==> config.mk <==
export PLATFORM = sky130hd
export DESIGN_NAME = utf8_decode_identifier_classify_unit_flat
export DESIGN_NICKNAME = d
export VERILOG_FILES = /design/src/rtl/udic_pkg.sv /design/src/rtl/udic_if.sv /design/src/rtl/utf8_decode_identifier_classify_unit.sv /design/src/rtl/udic_front.sv /design/src/rtl/udic_queue.sv /design/src/rtl/udic_back.sv /design/src/flat_wrapper.sv
export SDC_FILE = /design/constraint.sdc
export NUM_CORES = 1
export LEC_CHECK = 0
export ABC_AREA = 1
export BUFFER_PORTS_ARGS = -buffer_cell sky130_fd_sc_hd__buf_2
export CAP_MARGIN = 20
export CORE_MARGIN = 2
export CORE_UTILIZATION = 40
export DETAILED_ROUTE_END_ITERATION = 12
export GPL_ROUTABILITY_DRIVEN = 0
export PLACE_DENSITY = 0.58
export SLEW_MARGIN = 20
export SYNTH_ARGS = -nofsm -noshare
export SYNTH_HDL_FRONTEND = slang
export SYNTH_HIERARCHICAL = 1
export SYNTH_SLANG_ARGS = --single-unit
==> constraint.sdc <==
create_clock -name i_clk -period 6.8 [get_ports i_clk]
set_input_delay 0.34 -clock i_clk [delete_from_list [all_inputs] [get_ports i_clk]]
set_output_delay 0.34 -clock i_clk [all_outputs]
set_load 0.005 [all_outputs]
==> src/rtl/udic_pkg.sv <==
// ----------------------------------------------------------------------------
// UTF-8 decode and identifier classify: shared package
// Byte constants, the queue entry type and the identifier class functions.
// ----------------------------------------------------------------------------
package udic_pkg;

    localparam int CP_W = 21;

    localparam logic [7:0] BYTE_CONT_LO = 8'h80;
    localparam logic [7:0] BYTE_CONT_HI = 8'hC0;   // exclusive
    localparam logic [7:0] BYTE_LEAD_LO = 8'hC2;
    localparam logic [7:0] BYTE_LEAD_3  = 8'hE0;
    localparam logic [7:0] BYTE_LEAD_4  = 8'hF0;
    localparam logic [7:0] BYTE_BAD_HI  = 8'hF5;
    localparam logic [7:0] CONT_MASK    = 8'h3F;

    localparam logic [1:0] REM_2B = 2'd1;
    localparam logic [1:0] REM_3B = 2'd2;
    localparam logic [1:0] REM_4B = 2'd3;
    localparam logic [2:0] LEN_2B = 3'd2;
    localparam logic [2:0] LEN_3B = 3'd3;
    localparam logic [2:0] LEN_4B = 3'd4;

    localparam logic [CP_W-1:0] SURR_LO  = 21'h00D800;
    localparam logic [CP_W-1:0] SURR_HI  = 21'h00DFFF;
    localparam logic [CP_W-1:0] CP_MAX   = 21'h10FFFF;
    localparam logic [CP_W-1:0] LIM_2B   = 21'h000800;
    localparam logic [CP_W-1:0] LIM_3B   = 21'h010000;
    localparam logic [CP_W-1:0] SUPP_HI  = 21'h0EFFFD;
    localparam logic [15:0]     PLANE_NC = 16'hFFFD;

    localparam int N_CONT    = 31;
    localparam int N_NOSTART = 4;

    localparam logic [CP_W-1:0] CONT_LO [N_CONT] = '{
        21'h00A8, 21'h00AA, 21'h00AD, 21'h00AF, 21'h00B2, 21'h00B7, 21'h00BC,
        21'h00C0, 21'h00D8, 21'h00F8, 21'h0100, 21'h1681, 21'h180F, 21'h200B,
        21'h202A, 21'h203F, 21'h2054, 21'h2060, 21'h2070, 21'h2460, 21'h2776,
        21'h2C00, 21'h2E80, 21'h3004, 21'h3021, 21'h3031, 21'h3040, 21'hF900,
        21'hFD40, 21'hFDF0, 21'hFE47
    };
    localparam logic [CP_W-1:0] CONT_HI [N_CONT] = '{
        21'h00A8, 21'h00AA, 21'h00AD, 21'h00AF, 21'h00B5, 21'h00BA, 21'h00BE,
        21'h00D6, 21'h00F6, 21'h00FF, 21'h167F, 21'h180D, 21'h1FFF, 21'h200D,
        21'h202E, 21'h2040, 21'h2054, 21'h206F, 21'h218F, 21'h24FF, 21'h2793,
        21'h2DFF, 21'h2FFF, 21'h3007, 21'h302F, 21'h303F, 21'hD7FF, 21'hFD3D,
        21'hFDCF, 21'hFE44, 21'hFFF8
    };
    localparam logic [CP_W-1:0] NOSTART_LO [N_NOSTART] = '{
        21'h0300, 21'h1DC0, 21'h20D0, 21'hFE20
    };
    localparam logic [CP_W-1:0] NOSTART_HI [N_NOSTART] = '{
        21'h036F, 21'h1DFF, 21'h20FF, 21'hFE2F
    };

    // One queue entry: all results caused by one input byte.
    // A second result only ever follows a broken sequence and is an ASCII
    // byte or an invalid lead, so seven bits carry it.
    typedef struct packed {
        logic [CP_W-1:0] first_cp;
        logic            first_ok;
        logic            has_second;
        logic [6:0]      second_cp;
        logic            second_ok;
    } t_qent;

    typedef struct packed {
        logic  push;
        t_qent ent;
    } t_push;

    function automatic logic is_start_byte(input logic [7:0] b);
        return !b[7] || (b >= BYTE_LEAD_LO && b < BYTE_BAD_HI);
    endfunction

    function automatic logic is_digit(input logic [CP_W-1:0] c);
        return c >= 21'h30 && c <= 21'h39;
    endfunction

    function automatic logic may_continue(input logic [CP_W-1:0] c);
        logic hit;
        hit = 1'b0;
        if (c < 21'h80) begin
            hit = (c >= 21'h41 && c <= 21'h5A) || (c >= 21'h61 && c <= 21'h7A) ||
                  is_digit(c) || c == 21'h5F || c == 21'h24;
        end else if (c >= LIM_3B && c <= SUPP_HI) begin
            hit = c[15:0] <= PLANE_NC;
        end else begin
            for (int i = 0; i < N_CONT; i++) begin
                if (c >= CONT_LO[i] && c <= CONT_HI[i]) hit = 1'b1;
            end
        end
        return hit;
    endfunction

    function automatic logic may_start(input logic [CP_W-1:0] c);
        logic hit;
        hit = may_continue(c);
        if (c < 21'h80 && (is_digit(c) || c == 21'h24)) hit = 1'b0;
        for (int i = 0; i < N_NOSTART; i++) begin
            if (c >= NOSTART_LO[i] && c <= NOSTART_HI[i]) hit = 1'b0;
        end
        return hit;
    endfunction

endpackage

==> src/rtl/udic_if.sv <==
// ----------------------------------------------------------------------------
// UTF-8 decode and identifier classify: channel interfaces
// Byte input channel and classified code point output channel.
// ----------------------------------------------------------------------------
interface udic_in_if import udic_pkg::*; ();
    logic       valid;
    logic       ready;
    logic [7:0] data_byte;
    logic       end_marker;

    modport source (output valid, data_byte, end_marker, input ready);
    modport sink   (input valid, data_byte, end_marker, output ready);
endinterface

interface udic_out_if import udic_pkg::*; ();
    logic            valid;
    logic            ready;
    logic [CP_W-1:0] code_point;
    logic            valid_res;
    logic            ident_start;
    logic            ident_continue;
    logic            last;

    modport source (output valid, code_point, valid_res, ident_start, ident_continue,
                    last, input ready);
    modport sink   (input valid, code_point, valid_res, ident_start, ident_continue,
                    last, output ready);
endinterface

==> src/rtl/utf8_decode_identifier_classify_unit.sv <==
// ----------------------------------------------------------------------------
// UTF-8 decode and identifier classify: top level
// Validating UTF-8 decoder with identifier start/continue classification.
// ----------------------------------------------------------------------------
// Use:
//   i_in  carries one raw byte per transaction (data_byte) plus end_marker;
//         an end marker flushes an open sequence as one invalid result.
//   o_out carries one code point per transaction with valid_res, the two
//         identifier class flags and last, set on the final result of a byte.
//   A byte gives zero, one or two results; a broken sequence gives an
//   invalid result followed by the result of the same byte taken as a lead.
// Path: a byte taken on i_in is decoded into the queue, then classified into
//   the output register, from which o_out presents its result.
// Throughput: one byte per cycle and one result per cycle while the queue has
//   space and o_out.ready is high; a two-result byte holds its queue entry
//   until both results are taken, and the QDEPTH-entry queue soaks up such bursts.
// Reset (synchronous, active low) empties the queue and output register and
//   returns the decoder to idle with resync cleared.
// Stall: when o_out.ready is low the output register holds, the queue fills
//   and i_in.ready drops only once the queue is full.
// ----------------------------------------------------------------------------
module utf8_decode_identifier_classify_unit import udic_pkg::*; #(
    parameter int QDEPTH = 4
) (
    input  logic        i_clk,
    input  logic        i_rst_n,
    udic_in_if.sink     i_in,
    udic_out_if.source  o_out
);

    t_push push;
    t_qent head;
    logic  q_space;
    logic  q_nonempty;
    logic  pop;

    // decoder state machine: bytes in, per-byte result entries out
    udic_front u_front (
        .i_clk     (i_clk),
        .i_rst_n   (i_rst_n),
        .i_in      (i_in),
        .i_q_space (q_space),
        .o_push    (push)
    );

    // decouples the decoder from output back-pressure
    udic_queue #(
        .DEPTH (QDEPTH)
    ) u_queue (
        .i_clk      (i_clk),
        .i_rst_n    (i_rst_n),
        .i_push     (push),
        .i_pop      (pop),
        .o_space    (q_space),
        .o_nonempty (q_nonempty),
        .o_head     (head)
    );

    // result split, identifier range compare and output register
    udic_back u_back (
        .i_clk      (i_clk),
        .i_rst_n    (i_rst_n),
        .i_nonempty (q_nonempty),
        .i_head     (head),
        .o_pop      (pop),
        .o_out      (o_out)
    );

endmodule

==> src/rtl/udic_front.sv <==
// ----------------------------------------------------------------------------
// UTF-8 decode and identifier classify: front end
// Accepts bytes, runs the sequence decoder and pushes the results per byte.
// ----------------------------------------------------------------------------
module udic_front import udic_pkg::*; (
    input  logic        i_clk,
    input  logic        i_rst_n,
    udic_in_if.sink     i_in,
    input  logic        i_q_space,
    output t_push       o_push
);

    logic [1:0]      r_rem,  n_rem;
    logic [2:0]      r_len,  n_len;
    logic [CP_W-1:0] r_acc,  n_acc;
    logic            r_skip, n_skip;

    logic [7:0]      b;
    logic            accept;
    logic            lead_go;
    logic            lead_slot;
    logic [CP_W-1:0] acc_new;
    logic            acc_ok;
    t_push           push;

    assign i_in.ready = i_q_space;
    assign accept     = i_in.valid && i_q_space;
    assign b          = i_in.data_byte;
    assign acc_new    = {r_acc[CP_W-7:0], b[5:0] & CONT_MASK[5:0]};

    always_comb begin
        acc_ok = !(acc_new >= SURR_LO && acc_new <= SURR_HI) && acc_new <= CP_MAX;
        if (acc_new < LIM_2B)      acc_ok = acc_ok && r_len == LEN_2B;
        else if (acc_new < LIM_3B) acc_ok = acc_ok && r_len == LEN_3B;
        else                       acc_ok = acc_ok && r_len == LEN_4B;
    end

    always_comb begin
        n_rem     = r_rem;
        n_len     = r_len;
        n_acc     = r_acc;
        n_skip    = r_skip;
        push      = '0;
        lead_go   = 1'b0;
        lead_slot = 1'b0;
        if (accept) begin
            if (i_in.end_marker) begin
                push.push = r_rem != 2'd0;
                n_rem     = '0;
                n_len     = '0;
                n_acc     = '0;
                n_skip    = 1'b0;
            end else if (r_skip) begin
                if (is_start_byte(b)) begin
                    n_skip  = 1'b0;
                    lead_go = 1'b1;
                end
            end else if (r_rem != 2'd0) begin
                if (b >= BYTE_CONT_LO && b < BYTE_CONT_HI) begin
                    n_acc = acc_new;
                    n_rem = r_rem - 2'd1;
                    if (r_rem == 2'd1) begin
                        push.push         = 1'b1;
                        push.ent.first_ok = acc_ok;
                        push.ent.first_cp = acc_ok ? acc_new : '0;
                        n_len             = '0;
                        n_acc             = '0;
                    end
                end else begin
                    // broken sequence: report it, then take the byte as a lead
                    push.push = 1'b1;
                    n_rem     = '0;
                    n_len     = '0;
                    n_acc     = '0;
                    lead_go   = 1'b1;
                    lead_slot = 1'b1;
                end
            end else begin
                lead_go = 1'b1;
            end
        end

        if (lead_go) begin
            if (!b[7] || !is_start_byte(b)) begin
                if (!is_start_byte(b)) n_skip = 1'b1;
                if (lead_slot) begin
                    push.ent.has_second = 1'b1;
                    push.ent.second_ok  = !b[7];
                    push.ent.second_cp  = b[7] ? 7'd0 : b[6:0];
                end else begin
                    push.push         = 1'b1;
                    push.ent.first_ok = !b[7];
                    push.ent.first_cp = b[7] ? '0 : CP_W'(b[6:0]);
                end
            end else if (b < BYTE_LEAD_3) begin
                n_len = LEN_2B;
                n_rem = REM_2B;
                n_acc = CP_W'(b[4:0]);
            end else if (b < BYTE_LEAD_4) begin
                n_len = LEN_3B;
                n_rem = REM_3B;
                n_acc = CP_W'(b[3:0]);
            end else begin
                n_len = LEN_4B;
                n_rem = REM_4B;
                n_acc = CP_W'(b[2:0]);
            end
        end
    end

    assign o_push = push;

    always_ff @(posedge i_clk) begin
        if (!i_rst_n) begin
            r_rem  <= '0;
            r_len  <= '0;
            r_acc  <= '0;
            r_skip <= 1'b0;
        end else begin
            r_rem  <= n_rem;
            r_len  <= n_len;
            r_acc  <= n_acc;
            r_skip <= n_skip;
        end
    end

    a_skip_idle: assert property (@(posedge i_clk) disable iff (!i_rst_n)
        r_skip |-> r_rem == 2'd0)
        else $error("front: resync while a sequence is open");

    a_idle_clear: assert property (@(posedge i_clk) disable iff (!i_rst_n)
        r_rem == 2'd0 |-> (r_acc == '0 && r_len == 3'd0))
        else $error("front: idle with stale accumulator");

endmodule

==> src/rtl/udic_queue.sv <==
// ----------------------------------------------------------------------------
// UTF-8 decode and identifier classify: result queue
// Small FIFO of per-byte result entries between front and back end.
// ----------------------------------------------------------------------------
module udic_queue import udic_pkg::*; #(
    parameter int DEPTH = 4
) (
    input  logic  i_clk,
    input  logic  i_rst_n,
    input  t_push i_push,
    input  logic  i_pop,
    output logic  o_space,
    output logic  o_nonempty,
    output t_qent o_head
);

    localparam int PW = (DEPTH > 1) ? $clog2(DEPTH) : 1;
    localparam int CW = $clog2(DEPTH + 1);

    t_qent         r_mem [DEPTH];
    logic [PW-1:0] r_wr, n_wr;
    logic [PW-1:0] r_rd, n_rd;
    logic [CW-1:0] r_cnt, n_cnt;

    assign o_space    = r_cnt != CW'(DEPTH);
    assign o_nonempty = r_cnt != '0;
    assign o_head     = r_mem[r_rd];

    always_comb begin
        n_wr  = r_wr;
        n_rd  = r_rd;
        n_cnt = r_cnt;
        if (i_push.push) begin
            n_wr = (r_wr == PW'(DEPTH - 1)) ? '0 : r_wr + 1'b1;
        end
        if (i_pop) begin
            n_rd = (r_rd == PW'(DEPTH - 1)) ? '0 : r_rd + 1'b1;
        end
        unique case ({i_push.push, i_pop})
            2'b10:   n_cnt = r_cnt + 1'b1;
            2'b01:   n_cnt = r_cnt - 1'b1;
            default: n_cnt = r_cnt;
        endcase
    end

    always_ff @(posedge i_clk) begin
        if (i_push.push) r_mem[r_wr] <= i_push.ent;
    end

    always_ff @(posedge i_clk) begin
        if (!i_rst_n) begin
            r_wr  <= '0;
            r_rd  <= '0;
            r_cnt <= '0;
        end else begin
            r_wr  <= n_wr;
            r_rd  <= n_rd;
            r_cnt <= n_cnt;
        end
    end

    a_no_overflow: assert property (@(posedge i_clk) disable iff (!i_rst_n)
        r_cnt == CW'(DEPTH) |-> !i_push.push)
        else $error("queue: push while full");

    a_no_underflow: assert property (@(posedge i_clk) disable iff (!i_rst_n)
        r_cnt == '0 |-> !i_pop)
        else $error("queue: pop while empty");

endmodule

==> src/rtl/udic_back.sv <==
// ----------------------------------------------------------------------------
// UTF-8 decode and identifier classify: back end
// Splits queue entries into results, classifies them, holds the output.
// ----------------------------------------------------------------------------
module udic_back import udic_pkg::*; (
    input  logic        i_clk,
    input  logic        i_rst_n,
    input  logic        i_nonempty,
    input  t_qent       i_head,
    output logic        o_pop,
    udic_out_if.source  o_out
);

    logic            r_sel;
    logic            r_valid;
    logic [CP_W-1:0] r_cp;
    logic            r_ok;
    logic            r_start;
    logic            r_cont;
    logic            r_last;

    logic            load;
    logic [CP_W-1:0] cur_cp;
    logic            cur_ok;
    logic            cur_last;

    assign load     = i_nonempty && (!r_valid || o_out.ready);
    assign cur_cp   = r_sel ? CP_W'(i_head.second_cp) : i_head.first_cp;
    assign cur_ok   = r_sel ? i_head.second_ok : i_head.first_ok;
    assign cur_last = r_sel || !i_head.has_second;
    assign o_pop    = load && cur_last;

    always_ff @(posedge i_clk) begin
        if (!i_rst_n) begin
            r_sel   <= 1'b0;
            r_valid <= 1'b0;
        end else begin
            if (load) begin
                r_sel   <= !cur_last;
                r_valid <= 1'b1;
            end else if (o_out.ready) begin
                r_valid <= 1'b0;
            end
        end
    end

    always_ff @(posedge i_clk) begin
        if (load) begin
            r_cp    <= cur_ok ? cur_cp : '0;
            r_ok    <= cur_ok;
            r_start <= cur_ok && may_start(cur_cp);
            r_cont  <= cur_ok && may_continue(cur_cp);
            r_last  <= cur_last;
        end
    end

    assign o_out.valid          = r_valid;
    assign o_out.code_point     = r_cp;
    assign o_out.valid_res      = r_ok;
    assign o_out.ident_start    = r_start;
    assign o_out.ident_continue = r_cont;
    assign o_out.last           = r_last;

    a_invalid_zero: assert property (@(posedge i_clk) disable iff (!i_rst_n)
        (r_valid && !r_ok) |-> (r_cp == '0 && !r_start && !r_cont))
        else $error("back: invalid result carries data");

    a_start_cont: assert property (@(posedge i_clk) disable iff (!i_rst_n)
        (r_valid && r_start) |-> r_cont)
        else $error("back: start class without continue class");

endmodule

==> src/flat_wrapper.sv <==
// flat-port wrapper written by rule: the top's interface ports become plain ports
module utf8_decode_identifier_classify_unit_flat import udic_pkg::*;
#(
    parameter int QDEPTH = 4
)
  (i_clk, i_rst_n, i_in_valid, i_in_data_byte, i_in_end_marker, i_in_ready, o_out_valid, o_out_code_point, o_out_valid_res, o_out_ident_start, o_out_ident_continue, o_out_last, o_out_ready);
  udic_in_if i_in_i ();
  udic_out_if o_out_i ();
  input  logic i_clk;
  input  logic i_rst_n;
  input wire logic [$bits(i_in_i.valid)-1:0] i_in_valid;
  input wire logic [$bits(i_in_i.data_byte)-1:0] i_in_data_byte;
  input wire logic [$bits(i_in_i.end_marker)-1:0] i_in_end_marker;
  output wire logic [$bits(i_in_i.ready)-1:0] i_in_ready;
  output wire logic [$bits(o_out_i.valid)-1:0] o_out_valid;
  output wire logic [$bits(o_out_i.code_point)-1:0] o_out_code_point;
  output wire logic [$bits(o_out_i.valid_res)-1:0] o_out_valid_res;
  output wire logic [$bits(o_out_i.ident_start)-1:0] o_out_ident_start;
  output wire logic [$bits(o_out_i.ident_continue)-1:0] o_out_ident_continue;
  output wire logic [$bits(o_out_i.last)-1:0] o_out_last;
  input wire logic [$bits(o_out_i.ready)-1:0] o_out_ready;
  assign i_in_i.valid = i_in_valid;
  assign i_in_i.data_byte = i_in_data_byte;
  assign i_in_i.end_marker = i_in_end_marker;
  assign i_in_ready = i_in_i.ready;
  assign o_out_valid = o_out_i.valid;
  assign o_out_code_point = o_out_i.code_point;
  assign o_out_valid_res = o_out_i.valid_res;
  assign o_out_ident_start = o_out_i.ident_start;
  assign o_out_ident_continue = o_out_i.ident_continue;
  assign o_out_last = o_out_i.last;
  assign o_out_i.ready = o_out_ready;
  utf8_decode_identifier_classify_unit #(.QDEPTH(QDEPTH)) u_core (.i_clk(i_clk), .i_rst_n(i_rst_n), .i_in(i_in_i), .o_out(o_out_i));
endmodule
* After elaboration in Yosys (flattened, before gate mapping)
Memories as Yosys holds them, arrays and structs flattened. A register that Yosys moved wholly into a read port is not among the register bits. Cells that the tools add are included. Widths: inputs -> output; s select.
Word-level totals: bits in registers 61, memory bits (writable) 124, input port bits 13, output and inout bits 27, memories kept 1
Operators by class: $add $sub $neg 5, magnitude comparators 91, eq/ne operators 11, multiplexer cells 114, reduce and logical (&&, ||, !) cells 71
Memory list:
- u_core.u_queue.r_mem | words 4, width 31, read ports 1, clocked after Yosys merged registers in 1, wr ports 1, line udic_queue.sv:20 | t_qent r_mem [DEPTH];
Operators with widths (number):
- $ge 21x14->1 const B | 15
- $le 21x14->1 const B | 14
- $ge 21x8->1 const B | 10
- $le 21x8->1 const B | 10
- $mux 21 | 10
- $le 21x16->1 const B | 7
- $ge 21x16->1 const B | 6
- $mux 23 | 5
- $le 21x13->1 const B | 4
- $mux 1 | 67
- $mux 32 | 2
- $ge 21x13->1 const B | 3
- $logic_and 1x1->1 | 52
- $mux 22 | 2
- $ge 21x7->1 const B | 2
- $le 21x7->1 const B | 2
- $lt 8x8->1 const B | 4
- $mux 3 | 10
- $mux 2 | 12
- $eq 21x6->1 const B | 1
- $eq 21x7->1 const B | 1
- $ge 21x10->1 const B | 1
- $ge 21x17->1 const B | 1
- $ge 21x6->1 const B | 1
- 28 further kinds | 50

* Longest topological paths before layout
depth after elaboration 43, depth in mapped cells 26, depth with buffers taken out 23

* By module
Netlist, hierarchy kept.
By module, submodules not included:
- udic_queue | times used 1, cells an instance 360, area each 5101.1 µm², seq. area each 3903.7 µm²
- udic_back | times used 1, cells an instance 651, area each 3661.0 µm², seq. area each 790.8 µm²
- udic_front | times used 1, cells an instance 267, area each 1610.3 µm², seq. area each 420.4 µm²

* Least setup slack after synthesis
OpenSTA, ideal clock, no wires.
path type register to register, from register (tool-made name), to register u_core.u_back.r_cont (netlist: u_core/u_back/o_out.ident_continue) (data pin), arrival time 2.375 ns, data required time 6.526 ns, path slack 4.151 ns, cell stages (with the launch flop) 23, buffers on the path 3, cells stage by stage dfxtp_1 > buf_6 > inv_8 > buf_6 > o21ai_1 > o22ai_1 > clkbuf_1 > o21ai_1 > nand2_2 > nor2_2 > nand2_2 > nor2_2 > o21ai_0 > nand2_1 > nand2_1 > nor2_1 > nand2_1 > nor2_1 > nand3_1 > nand2_1 > nand2_1 > nand2_1 > nor2_1
RTL lines:
- to (signal assigned) | line udic_back.sv:52 | r_cont <= cur_ok && may_continue(cur_cp);
- to (decl) | line udic_back.sv:19 | logic r_cont;

==> impl_results.md <==
- Outcome: completed
- Area of the mapped netlist: ~0.010 sq mm
- Via-to-Cell Ratio: 5.550
- Placed Instances: 1617
- Initial antenna violation count: 1
- CP Launch Type: register
- Final setup viols: 0
- CTS buffer count: 17
- Drt total wl: 29580 um
- Post-Syn Nets: between 1000 and 1500
- Die height: 165.0 um
- DRT Pass-1 Iters: 6
- CTS Hold Bufs: 0
- Mux share of post-synthesis cell area: 0%
- Gr ovfl total: 0
- Leakage: around 0.0044 uW
- Top cell type's share of synthesized area: between 40% and 50%
- DIE WIDTH: 165.0 um
- FF-to-FF path depth: 20
- IO Count: 40
- Hold Violations, Final: 0
- Synth warnings: 6
- Pre-CTS WS: 2.637 ns
- H-tree levels: 4
- Worst EP required: 6.95 ns
- Share of cells above drive strength 1: 12.13%
- Max-slew violations: 0
- Max-cap violations: 0
- Routed Antenna Nets: 0
- Root buffer cell: clkbuf_16
- Final Worst Setup Slack: 2.487 ns
- Final Util: 44.64%
- Vias in the first global route: 8441
- Initial DRC count: 1096
- Worst min path class: primary input to register
- Setup crit end: u_core/u_back/o_out.ident_continue$_DFFE_PP_
- Non-Filler Instances: 1649
- R2r setup slk: between 2 and 2.5 ns
- Core Rows: 58
- Clock power frac: 19.2%
- Worst EP arrival: 4.46 ns
- Power Total: 5084 uW
- Seq cells post-synth: 181
- Largest net degree at the start of global routing: 63
- Gate power share: 51.4%
- Post-synthesis xor/xnor area fraction: 0.08444%
- Predominant post-synthesis flop cell: edfxtp_1
- Reg clk slew, reported paths: 0.07 ns
- Switching share of total power: between 40% and 50%
- # DRC: 0
- Core Region: 0.02533 sq mm
- Fmax: 231.9 MHz
- CTS resizes: 0
- Setup crit end kind: register
- Tightest Pin Transition: 1.106 ns
- Wire length per cell: ~18 um
- FF-to-FF End: u_core/u_back/o_out.ident_continue$_DFFE_PP_
- Compound-gate portion of the synthesized area: a little over a tenth
- GR Util All Layers: roughly 22%
- Setup_tns: 0 ns
- Clk sinks: roughly 180
- Max Root-Sink Buffers: 2
- Crit path time final: 4.313 ns
- Largest family of logic cells by synthesized area: simple AND/OR/NAND/NOR gates
- CTS tree: built
- First-pass GRT wire length: about 46000 um
- Critical path class: register to register
- Reg power frac: 29.4%
- Number of port buffers: 39
- Netlist cell types: between 40 and 50
- DPL Wire Length: between 20000 and 25000 um
- Simple-Gate Fraction of Synth Area: 30.53%
- Tcrit/Tclk final: 63.42%
- Fin nets: 1328
- Clk_skew: between 0.015 and 0.02 ns
- Vias: about 9200
- Yosys top cell by area: edfxtp_1
- Maximum vdd ir drop: 0.0002207 V
- Pwr Density: roughly 450 mW/mm^2
- DIE AREA: 0.02723 sq mm
- FILL cells: 2511
- Latest clock arrival within the worst-skew pair: 0.43 ns
- Initial cell density of the core: 40.95%
- Seq/Total Area, Yosys: 49.31%
- Synth area leaders: edfxtp_1 (43%), nand2_1 (10%), nor2_1 (8.8%)
- Cell Int Power: 2603 uW
- Max_slew headroom: between 20% and 30%
- Post-CTS Setup Inserts: 0
- Syn-to-layout area delta: 8.998%
- Asr flop ratio synth: 0%
- Avg Inst Size Synth: 8.116 sq um
- Unrepaired setup endpoints after global routing: no
- EDFF count, synth: 149
- Crit Path Max Fanout: 32
- Ant diodes: 0
- P_sw: 2481 uW
- Adder-cell share of the synthesized area: 1.158%
- Cells after synthesis: 1278
Yosys cell counts (3+ instances only):
| cell type | n |
|---|---|
| nor2_2 | 16 |
| o21ai_2 | 3 |
| nand2_1 | 281 |
| o211ai_1 | 15 |
| inv_2 | 11 |
| nor3_1 | 23 |
| o21ai_0 | 35 |
| nor2_1 | 244 |
| o21ai_1 | 69 |
| nand2_4 | 7 |
| nand3_1 | 85 |
| nand2_2 | 22 |
| a21oi_1 | 33 |
| a21oi_2 | 5 |
| clkbuf_1 | 4 |
| dfxtp_1 | 32 |
| buf_4 | 10 |
| nand3_2 | 5 |
| buf_6 | 16 |
| o22ai_1 | 32 |
| ha_1 | 8 |
| nor2_4 | 4 |
| nand3b_1 | 4 |
| nand4_1 | 21 |
| buf_2 | 9 |
| inv_1 | 113 |
| edfxtp_1 | 149 |
power groups by stage:
| stage | clock [uW] | sequential [uW] | combinational, uW |
|---|---|---|---|
| 5_1_grt | 1030 | 1510 | 2850 |
| 3_3_place_gp | 0 | 1520 | 2560 |
| 4_1_cts | 993 | 1490 | 2550 |
| 3_5_place_dp | 0 | 1520 | 2540 |
| 2_1_floorplan | 0 | 1490 | 1840 |
| 6_report | 976 | 1490 | 2620 |
cell type report:
| class | instances | area, sq um | share of cell area [%] |
|---|---|---|---|
| inverters | 128 | 493.0 | 4.360 |
| well taps | 330 | 412.9 | 3.652 |
| clock buffers | 19 | 432.9 | 3.829 |
| repair buffers | 49 | 270.3 | 2.390 |
| multi-input cells | 929 | 4434 | 39.22 |
| flip-flops and latches | 181 | 5116 | 45.25 |
| clock inverters | 13 | 146.4 | 1.295 |
critical path, stage by stage, from the launching register on:
cell	delay, ns
dfxtp_1	0.31
buf_4	0.34
inv_1	0.60
o21ai_1	0.26
o22ai_1	0.17
o21ai_1	0.31
nand2_1	0.15
nor2_2	0.50
nand2_2	0.23
nor2_2	0.25
o21ai_0	0.12
nand2_1	0.09
nand2_1	0.05
nor2_1	0.09
nand2_1	0.06
nor2_1	0.09
nand3_1	0.09
nand2_1	0.08
nand2_1	0.06
nand2_1	0.08
nor2_1	0.05
layer usage:
metal / vias to the layer above / share of wire, % / global-route usage (%)
met4: 2 / 4.2 / 9.960
li1: 4361 / - / -
met3: 104 / 8.4 / 3.817
met1: 4196 / 42 / 29.57
met5: - / 0.041 / 0
met2: 489 / 45 / 35.40
through the flow:
stage / hold slack [ns] / area [sq um]
CTS: 0.1728 / 11310
finish: 0.1861 / 11310
floorplan: 0.4574 / 10370
global route: 0.2132 / 11310
global placement: 0.4849 / 10730
detailed placement: 0.4838 / 10730
placed cells by master (no fill, tap or decap), types with 2 or more instances in the layout:
cell	netlist	final
a21oi_1	33	33
a21oi_2	5	5
a31oi_1	2	2
buf_2	9	39
buf_4	10	10
bufinv_16	0	2
clkbuf_1	4	2
clkbuf_16	0	17
clkinv_1	2	4
clkinv_2	0	2
clkinv_4	0	3
dfxtp_1	32	31
edfxtp_1	149	149
ha_1	8	8
inv_1	113	112
inv_2	11	11
inv_6	1	5
inv_8	1	2
nand2_1	281	281
nand2_2	22	22
nand2_4	7	7
nand3_1	85	85
nand3_2	5	5
nand3_4	2	2
nand3b_1	4	4
nand4_1	21	21
nor2_1	244	244
nor2_2	16	16
nor2_4	4	4
nor3_1	23	23
nor3_2	2	2
o211ai_1	15	15
o21ai_0	35	35
o21ai_1	69	69
o21ai_2	3	3
o22ai_1	32	32
worst min path at each step:
stage | from | to | cells past startpoint
finish | o_out_ready | u_core/u_back/o_out.valid$_SDFFE_PN0P_ | 4
global route | o_out_ready | u_core/u_back/o_out.valid$_SDFFE_PN0P_ | 4
CTS | o_out_ready | u_core/u_back/o_out.valid$_SDFFE_PN0P_ | 4
detailed placement | u_core/u_back/o_out.valid$_SDFFE_PN0P_ | u_core/u_back/o_out.valid$_SDFFE_PN0P_ | 2
global placement | u_core/u_back/o_out.valid$_SDFFE_PN0P_ | u_core/u_back/o_out.valid$_SDFFE_PN0P_ | 2
floorplan | i_in_data_byte[2] | u_core/u_front/r_acc[2]$_SDFF_PN0_ | 2
flip-flops by register name (all words and copies together), names as in the netlist, named ones only:
signal,count
u_core/u_back/o_out.code_point,21
u_core/u_back/o_out.ident_continue,1
u_core/u_back/o_out.ident_start,1
u_core/u_back/o_out.last,1
u_core/u_back/o_out.valid,1
u_core/u_back/o_out.valid_res,1
u_core/u_back/r_sel,1
u_core/u_front/r_acc,15
u_core/u_front/r_len,3
u_core/u_front/r_rem,2
u_core/u_front/r_skip,1
u_core/u_queue/r_cnt,3
u_core/u_queue/r_mem,124
u_core/u_queue/r_rd,2
u_core/u_queue/r_wr,2
logic make-up (layout without fill, tap and decap cells):
group                      after synthesis  count (layout)
and+or+nand+nor                        718             718
buffers and inverters                  168             209
adders and majority gates                9               9
AOI/OAI and AO/OA                      201             201
xor gates and xnor gates                 1               1
DFF                                    181             181
No activity file was read; power rests on OpenSTA's default activity.
